`config.mk`:
```
export PLATFORM = sky130hd
export DESIGN_NAME = round_robin_connection_pool
export DESIGN_NICKNAME = d
export VERILOG_FILES = /design/src/rtl/rrcp_pkg.sv /design/src/rtl/rrcp_mem.sv /design/src/rtl/round_robin_connection_pool.sv
export SDC_FILE = /design/constraint.sdc
export NUM_CORES = 2
export LEC_CHECK = 0
export BUFFER_PORTS_ARGS = -buffer_cell sky130_fd_sc_hd__buf_2
export CORE_UTILIZATION = 35
export CTS_CLUSTER_DIAMETER = 100
export DETAILED_ROUTE_END_ITERATION = 16
export HOLD_SLACK_MARGIN = 0.06
export PLACE_DENSITY_LB_ADDON = 0.15
export SYNTH_ARGS = -nofsm -noshare
export SYNTH_HDL_FRONTEND = slang
export SYNTH_HIERARCHICAL = 1
export SYNTH_SLANG_ARGS = --single-unit
```
`constraint.sdc`:
```
create_clock -name clk -period 15.9 [get_ports clk]
set_input_delay 2.385 -clock clk [delete_from_list [all_inputs] [get_ports clk]]
set_output_delay 2.385 -clock clk [all_outputs]
set_load 0.05 [all_outputs]
```
`src/rtl/rrcp_pkg.sv`:
```
// rrcp_pkg: shared types and constants for the round-robin connection pool.
// Word layouts, operation and status codes, register indexes, state type.
// No dependencies.
`timescale 1ns / 1ps
package rrcp_pkg;

  localparam int HANDLE_W      = 16;
  localparam int TIME_W        = 48;
  localparam int TMO_W         = 26;
  localparam int MS_PER_SEC    = 1000;
  localparam int MAX_RESULTS   = 16;
  localparam int RES_IDX_W     = 4;
  localparam int FIELD_CNT_W   = 5;
  localparam int DEF_MAX_SLOTS = 16;
  localparam int CFG_INDEX_W   = 1;
  localparam int CFG_DATA_W    = 16;

  localparam logic [1:0] OP_ACQUIRE = 2'd0;
  localparam logic [1:0] OP_RELEASE = 2'd1;
  localparam logic [1:0] OP_REMOVE  = 2'd2;
  localparam logic [1:0] OP_CLEANUP = 2'd3;

  localparam logic [3:0] ST_REUSED       = 4'd0;
  localparam logic [3:0] ST_CREATED      = 4'd1;
  localparam logic [3:0] ST_FULL         = 4'd2;
  localparam logic [3:0] ST_RELEASED     = 4'd3;
  localparam logic [3:0] ST_REL_MISS     = 4'd4;
  localparam logic [3:0] ST_REMOVED      = 4'd5;
  localparam logic [3:0] ST_REM_MISS     = 4'd6;
  localparam logic [3:0] ST_EXPIRED      = 4'd7;
  localparam logic [3:0] ST_NONE_EXPIRED = 4'd8;

  localparam logic [CFG_INDEX_W-1:0] REG_SIZE_LIMIT   = 1'd0;
  localparam logic [CFG_INDEX_W-1:0] REG_IDLE_TIMEOUT = 1'd1;

  localparam logic [4:0]       RST_SIZE_LIMIT = 5'd16;
  localparam logic [TMO_W-1:0] RST_TMO_MS     = 26'd60000;

  typedef struct packed {
    logic [1:0]          operation;
    logic [HANDLE_W-1:0] handle;
    logic [TIME_W-1:0]   now_ms;
  } rrcp_in_t;

  typedef struct packed {
    logic [3:0]             status;
    logic [HANDLE_W-1:0]    result_handle;
    logic [FIELD_CNT_W-1:0] removed_count;
    logic [FIELD_CNT_W-1:0] busy_entries;
    logic [FIELD_CNT_W-1:0] held_entries;
    logic                   last;
  } rrcp_out_t;

  typedef struct packed {
    logic [HANDLE_W-1:0] handle;
    logic [TIME_W-1:0]   last_used;
  } entry_t;

  typedef enum logic [2:0] {
    S_IDLE, S_MOD, S_FIND, S_RDH, S_NEW, S_PASS, S_DONE, S_EMIT
  } state_t;

endpackage

```
`src/rtl/rrcp_mem.sv`:
```
// rrcp_mem: entry table memory, one write port, one registered read port.
// Holds handle and last-used time per slot. Uses rrcp_pkg.
`timescale 1ns / 1ps
module rrcp_mem #(
  parameter int DEPTH = 16,
  parameter int AW    = 4
) (
  input  logic            clk,
  input  logic            we,
  input  logic [AW-1:0]   waddr,
  input  rrcp_pkg::entry_t wdata,
  input  logic [AW-1:0]   raddr,
  output rrcp_pkg::entry_t rdata
);
  import rrcp_pkg::*;

  entry_t mem [DEPTH];

  always_ff @(posedge clk) begin
    if (we) begin
      mem[waddr] <= wdata;
    end
    rdata <= mem[raddr];
  end

endmodule

```
`src/rtl/round_robin_connection_pool.sv`:
```
// round_robin_connection_pool: top level, control sequencer around the entry memory.
// Uses rrcp_pkg and rrcp_mem.
//
// channel  | handshake             | payload
// in       | in_valid / in_ready   | in_word (operation, handle, now_ms)
// out      | out_valid / out_ready | out_word (status, handle, counts, last)
// cfg      | cfg_we                | cfg_index, cfg_data
//
// One word at a time; N is the entry count when the word is taken.
// Acquire: an empty pool creates directly; else scan_start is reduced modulo N, then
// a busy scan. Release, remove, cleanup: one pass, one memory read per entry;
// remove and cleanup write compaction back behind the read pointer.
// Reset clears busy bits and counts at once; no clearing pass.
// out_ready low holds the result states; a finished word waits in the output register
// while the next input is taken.
`timescale 1ns / 1ps
module round_robin_connection_pool #(
  parameter int MAX_SLOTS = rrcp_pkg::DEF_MAX_SLOTS
) (
  input  logic                               clk,
  input  logic                               rst,
  input  logic                               in_valid,
  output logic                               in_ready,
  input  rrcp_pkg::rrcp_in_t                 in_word,
  output logic                               out_valid,
  input  logic                               out_ready,
  output rrcp_pkg::rrcp_out_t                out_word,
  input  logic                               cfg_we,
  input  logic [rrcp_pkg::CFG_INDEX_W-1:0]   cfg_index,
  input  logic [rrcp_pkg::CFG_DATA_W-1:0]    cfg_data
);
  import rrcp_pkg::*;

  localparam int IW = (MAX_SLOTS > 1) ? $clog2(MAX_SLOTS) : 1;
  localparam int CW = $clog2(MAX_SLOTS + 1);
  localparam int LW = (CW > FIELD_CNT_W) ? CW : FIELD_CNT_W;

  state_t state, state_next;

  logic [4:0]          size_limit;
  logic [TMO_W-1:0]    tmo_ms;
  logic [MAX_SLOTS-1:0] busy;
  logic [CW-1:0]       cnt, active, rd, wr, removed;
  logic [IW-1:0]       scan_start, sidx, p_idx;
  logic [CW-1:0]       steps;
  logic                p_vld, found;
  logic [1:0]          cur_op;
  logic [HANDLE_W-1:0] cur_h;
  logic [TIME_W-1:0]   cur_now;
  logic [3:0]          res_status;
  logic [HANDLE_W-1:0] res_handle;
  logic [HANDLE_W-1:0] closed [MAX_RESULTS];
  logic [FIELD_CNT_W-1:0] k, nres;

  logic            mem_we;
  logic [IW-1:0]   mem_waddr, mem_raddr;
  entry_t          mem_wdata, mem_rdata;

  logic out_free, out_load, pass_end, rel_hit, del, below_limit, expired;

  rrcp_mem #(.DEPTH(MAX_SLOTS), .AW(IW)) u_mem (
    .clk   (clk),
    .we    (mem_we),
    .waddr (mem_waddr),
    .wdata (mem_wdata),
    .raddr (mem_raddr),
    .rdata (mem_rdata)
  );

  assign out_free    = !out_valid || out_ready;
  assign out_load    = out_free && ((state == S_DONE) || (state == S_EMIT));
  assign pass_end    = (rd == cnt) && !p_vld;
  assign expired     = ({1'b0, cur_now} > ({1'b0, mem_rdata.last_used} +
                        (TIME_W + 1)'(tmo_ms)));
  assign rel_hit     = p_vld && !found && busy[p_idx] && (mem_rdata.handle == cur_h);
  assign del         = p_vld && ((cur_op == OP_REMOVE) ?
                        (!found && (mem_rdata.handle == cur_h)) :
                        (!busy[p_idx] && expired));
  assign below_limit = (LW'(cnt) < LW'(size_limit)) && (cnt < CW'(MAX_SLOTS));
  assign nres        = (LW'(removed) > LW'(MAX_RESULTS)) ? FIELD_CNT_W'(MAX_RESULTS)
                                                          : FIELD_CNT_W'(removed);

  always_comb begin
    state_next = state;
    case (state)
      S_IDLE: begin
        if (in_valid) begin
          if (in_word.operation == OP_ACQUIRE) begin
            state_next = (cnt == '0) ? S_NEW : S_MOD;
          end else begin
            state_next = S_PASS;
          end
        end
      end
      S_MOD: begin
        if (CW'(sidx) < cnt) state_next = S_FIND;
      end
      S_FIND: begin
        if (!busy[sidx]) state_next = S_RDH;
        else if (steps + 1'b1 == cnt) state_next = S_NEW;
      end
      S_RDH: state_next = S_DONE;
      S_NEW: state_next = S_DONE;
      S_PASS: begin
        if (pass_end) begin
          state_next = (cur_op == OP_CLEANUP && removed != '0) ? S_EMIT : S_DONE;
        end
      end
      S_DONE: begin
        if (out_free) state_next = S_IDLE;
      end
      S_EMIT: begin
        if (out_free && (k + 1'b1 == nres)) state_next = S_IDLE;
      end
      default: state_next = S_IDLE;
    endcase
  end

  always_comb begin
    in_ready  = (state == S_IDLE);
    mem_we    = 1'b0;
    mem_waddr = p_idx;
    mem_wdata = '{handle: mem_rdata.handle, last_used: cur_now};
    mem_raddr = (state == S_PASS) ? rd[IW-1:0] : sidx;
    case (state)
      S_RDH: begin
        mem_we    = 1'b1;
        mem_waddr = sidx;
      end
      S_NEW: begin
        mem_we    = below_limit;
        mem_waddr = cnt[IW-1:0];
        mem_wdata = '{handle: cur_h, last_used: cur_now};
      end
      S_PASS: begin
        if (cur_op == OP_RELEASE) begin
          mem_we = rel_hit;
        end else begin
          mem_we    = p_vld && !del;
          mem_waddr = wr[IW-1:0];
          mem_wdata = mem_rdata;
        end
      end
      default: ;
    endcase
  end

  always_ff @(posedge clk) begin
    if (rst) begin
      state      <= S_IDLE;
      size_limit <= RST_SIZE_LIMIT;
      tmo_ms     <= RST_TMO_MS;
      busy       <= '0;
      cnt        <= '0;
      active     <= '0;
      scan_start <= '0;
      p_vld      <= 1'b0;
      out_valid  <= 1'b0;
    end else begin
      state <= state_next;
      if (cfg_we) begin
        case (cfg_index)
          REG_SIZE_LIMIT:   size_limit <= cfg_data[4:0];
          REG_IDLE_TIMEOUT: tmo_ms     <= TMO_W'(cfg_data) * TMO_W'(MS_PER_SEC);
          default: ;
        endcase
      end
      if (out_load) out_valid <= 1'b1;
      else if (out_ready) out_valid <= 1'b0;
      case (state)
        S_IDLE: begin
          cur_op  <= in_word.operation;
          cur_h   <= in_word.handle;
          cur_now <= in_word.now_ms;
          sidx    <= scan_start;
          steps   <= '0;
          rd      <= '0;
          wr      <= '0;
          removed <= '0;
          found   <= 1'b0;
          p_vld   <= 1'b0;
          k       <= '0;
        end
        S_MOD: begin
          if (CW'(sidx) >= cnt) sidx <= IW'(CW'(sidx) - cnt);
        end
        S_FIND: begin
          if (busy[sidx]) begin
            steps <= steps + 1'b1;
            sidx  <= (CW'(sidx) + 1'b1 == cnt) ? '0 : sidx + 1'b1;
          end
        end
        S_RDH: begin
          busy[sidx] <= 1'b1;
          active     <= active + 1'b1;
          scan_start <= (CW'(sidx) + 1'b1 == cnt) ? '0 : sidx + 1'b1;
          res_status <= ST_REUSED;
          res_handle <= mem_rdata.handle;
        end
        S_NEW: begin
          if (below_limit) begin
            busy[cnt[IW-1:0]] <= 1'b1;
            cnt        <= cnt + 1'b1;
            active     <= active + 1'b1;
            res_status <= ST_CREATED;
            res_handle <= cur_h;
          end else begin
            res_status <= ST_FULL;
            res_handle <= '0;
          end
        end
        S_PASS: begin
          if (rd < cnt) begin
            rd    <= rd + 1'b1;
            p_vld <= 1'b1;
            p_idx <= rd[IW-1:0];
          end else begin
            p_vld <= 1'b0;
          end
          if (cur_op == OP_RELEASE) begin
            if (rel_hit) begin
              busy[p_idx] <= 1'b0;
              active      <= active - 1'b1;
              found       <= 1'b1;
            end
          end else if (p_vld) begin
            if (del) begin
              found   <= 1'b1;
              removed <= removed + 1'b1;
              if (busy[p_idx]) active <= active - 1'b1;
              if (LW'(removed) < LW'(MAX_RESULTS)) begin
                closed[removed[RES_IDX_W-1:0]] <= mem_rdata.handle;
              end
            end else begin
              busy[wr[IW-1:0]] <= busy[p_idx];
              wr <= wr + 1'b1;
            end
          end
          if (pass_end) begin
            res_handle <= (cur_op == OP_CLEANUP) ? '0 : cur_h;
            case (cur_op)
              OP_RELEASE: res_status <= found ? ST_RELEASED : ST_REL_MISS;
              OP_REMOVE:  res_status <= found ? ST_REMOVED : ST_REM_MISS;
              default: begin
                res_status <= ST_NONE_EXPIRED;
                if (wr != '0) scan_start <= '0;
              end
            endcase
            if (cur_op != OP_RELEASE) begin
              cnt <= wr;
              for (int i = 0; i < MAX_SLOTS; i++) begin
                if (CW'(i) >= wr) busy[i] <= 1'b0;
              end
            end
          end
        end
        S_DONE: begin
          if (out_free) begin
            out_word  <= '{status: res_status, result_handle: res_handle,
                           removed_count: '0,
                           busy_entries: FIELD_CNT_W'(active),
                           held_entries: FIELD_CNT_W'(cnt), last: 1'b1};
          end
        end
        S_EMIT: begin
          if (out_free) begin
            out_word  <= '{status: ST_EXPIRED, result_handle: closed[k[RES_IDX_W-1:0]],
                           removed_count: k + 1'b1,
                           busy_entries: FIELD_CNT_W'(active),
                           held_entries: FIELD_CNT_W'(cnt),
                           last: (k + 1'b1 == nres)};
            k <= k + 1'b1;
          end
        end
        default: ;
      endcase
    end
  end

  a_cnt_bound: assert property (@(posedge clk) disable iff (rst)
    cnt <= CW'(MAX_SLOTS)) else $error("entry count above slot count");

  a_active_bound: assert property (@(posedge clk) disable iff (rst)
    active <= cnt) else $error("busy count above entry count");

  a_busy_tail: assert property (@(posedge clk) disable iff (rst)
    (state == S_IDLE) |-> ((busy >> cnt) == '0)) else $error("busy bit past table end");

  a_done_last: assert property (@(posedge clk) disable iff (rst)
    (state == S_DONE && out_free) |=> (out_valid && out_word.last))
    else $error("single result without last");

endmodule
```
==> metrics <==
fin crit share 56.5%; Mapped Nets 4,019; final slew viol count 0; total power draw 14.0 mW; CTS Sinks 1,567; Fillers 17.1k; Final TNS setup 0 ns; EDFF count, synth 1,436; count of final hold-check violations 0; routed vias/inst 5.31; cells on worst reg2reg path 25; Register Area 45,700 um^2; hold depth 2; critical path peak fanout 35; Max IR drop VDD 0.000113 V; hold_buf cts 0; Syn Inst Count 3,712; WL per Instance 26.4 um; Most used DFF post-synth edfxtp_1; DIE AREA 191,000 um^2; sequential area share after synthesis 69.2%; initial antenna violation count 8; measured slew at the worst slew-check pin 1.25 ns; die height 437 um; Chip Width 437 um; clk buf depth 3; Layout Nets 4,221; most frequent cells in the layout 1,436 x edfxtp_1, 345 x mux4_2, 227 x nand2_1; Residual DRC 48; Port Buffers 125; worst stage delay on the critical path 0.82 ns; area occupied by multi-input gates 19,500 um^2; postcts setup bufs 0; PD cells 186 nW/um^2; worst r2r dst u_mem/mem[12][44]; Post-Syn Area per Cell 17.8 um^2; Initial DRC Count 2,859; Max-cap violations 0; Final min period 8.98 ns; post-synthesis cell type count 75; delay-heaviest family, CP compound AO/OA/AOI/OAI gates; std cell rows 159; Initial Utilization 35.2%; Hold Crit Class flop to flop; Std-Cell Core Area 188,000 um^2; CP Class flop to flop; critical path's slowest cell nor3_2; routed vias 34.8k; Reg2Reg Launch Point tmo_ms[3]; DP Area 69,900 um^2; RSZ-0062 raised after global routing false; GP Congestion 0.845; layout cells sized above 1 23.2%; Worst EP required 16.31 ns; crit path launch type flop; crit path buf inv count 2; CTS tree yes; dpl hpwl 108,000 um; reg2reg setup slack 6.92 ns; relative slew slack 16.0%; Leak 24.9 nW; CP arrival 9.39 ns; Overflow after GRT 0; #FFs+latches synth 1,567; clk_lat worst skew 0.81 ns; Post-DRT Antenna Nets 0; upper clock frequency limit 0.111 GHz; CTS buffer count 171; hold endpoint tmo_ms[19]; Finished Cell Area 75,500 um^2; min-delay src tmo_ms[19]; Yosys warning count 6; first drt pass iteration count 12; Critical Path End Type flop; largest net degree at the start of global routing 111; # setup viols final 0; post_cts resized 0; Routed Wire Length 173,000 um; Area Growth Syn to Fin 14.2%; ys async rst share 0%; GRT Total Usage 18.1%; final setup skew 0.0621 ns; CTS root buf clkbuf_16; commonest non-fill, non-tap cell in the layout edfxtp_1; vias in the first global route 35.6k; failing checks DRC; first-pass GRT wire length 253,000 um; status finished, violations left; H-tree depth 4; Worst-path clk slew 0.06 ns; Ports 126; area of the mapped netlist 66,100 um^2
==> worst max path at each step <==
| stage | from | to | slack, ns | cells after the start |
|---|---|---|---|---|
| final | tmo_ms[3] | u_mem/mem[12][44] | 6.92 | 25 |
| after global routing | tmo_ms[3] | u_mem/mem[12][44] | 6.35 | 25 |
| after CTS | tmo_ms[3] | u_mem/mem[12][44] | 6.79 | 25 |
| after detailed placement | tmo_ms[3] | u_mem/mem[12][50] | 6.83 | 25 |
| after global placement | tmo_ms[3] | u_mem/mem[12][50] | 7.06 | 27 |
| after floorplan | tmo_ms[3] | u_mem/mem[0][0] | 5.85 | 26 |
==> flip-flops by register name (all words and copies together), names as in the netlist, 16 cells and up, named ones only <==
signal,count
busy,16
closed,256
cur_h,16
cur_now,48
out_word,36
res_handle,16
tmo_ms,23
u_mem/mem,1024
u_mem/rdata,64
==> report_power, final <==
part	switching [mW]	leakage [nW]	total [mW]	internal [mW]
clock network	1.67	2.74	3.93	2.27
logic	2.65	8.10	4.38	1.72
registers	0.416	14.1	5.73	5.32
==> worst min-delay path, delay by kind of cell, from the launching register on <==
| family | cells | cell delay, ns |
|---|---|---|
| AO/OA/AOI/OAI | 1 | 0.05 |
| AND/OR/NAND/NOR | 1 | 0.05 |
| flip-flops | 1 | 0.31 |
==> final cells by class <==
class                           instances  share of cell area (%)
Inverter                               88                   0.437
Clock inverter                        103                    1.42
Antenna cell                            4                  0.0133
Multi-Input combinational cell       1881                    25.8
Sequential cell                      1567                    60.6
Timing Repair Buffer                  205                    1.67
Clock buffer                          213                    6.00
Tap cell                             2495                    4.13
==> stage by stage <==
step                hold slack [ns]  utilization (%)  std cells  setup WS [ns]
floorplan                     0.423                -       3712           5.85
global placement              0.450             37.2       6236           7.06
detailed placement            0.454             37.2       6236           6.83
CTS                           0.466             40.2       6552           6.79
global route                  0.481             40.2       6552           6.35
finish                        0.460             40.2       6556           6.92
==> cells in the mapped netlist, drive strengths merged (25+ instances only) <==
cell / number / area (um^2)
inv: 87 / 327
edfxtp: 1436 / 43100
nor3: 43 / 215
buf: 67 / 402
nor2: 131 / 492
nand2: 227 / 852
fa: 57 / 1140
nand3: 63 / 320
nand4: 25 / 163
clkbuf: 109 / 409
xor2: 60 / 526
ha: 162 / 2030
a22oi: 136 / 1030
dfxtp: 131 / 2620
mux4: 345 / 7770
o21ai: 74 / 370
a21oi: 116 / 584
mux2: 83 / 935
xnor2: 42 / 368
==> metal layers <==
layer | vias to the layer above | share of wire (%) | track usage (%)
li1 | 15300 | - | -
met1 | 18500 | 45 | 25.0
met2 | 803 | 50 | 30.3
met3 | 203 | 3.9 | 2.66
met4 | 2 | 1.7 | 3.96
met5 | - | 0.12 | 0
==> cell families after synthesis <==
kind of cell	share of synthesized area, %
flip-flops	69.2
AND/OR/NAND/NOR	4.44
AO/OA/AOI/OAI	5.16
multiplexers	13.3
buffers and inverters	1.73
adder cells (fa/ha/maj)	4.79
XOR/XNOR	1.35
Power figures use the tool's default switching activity.
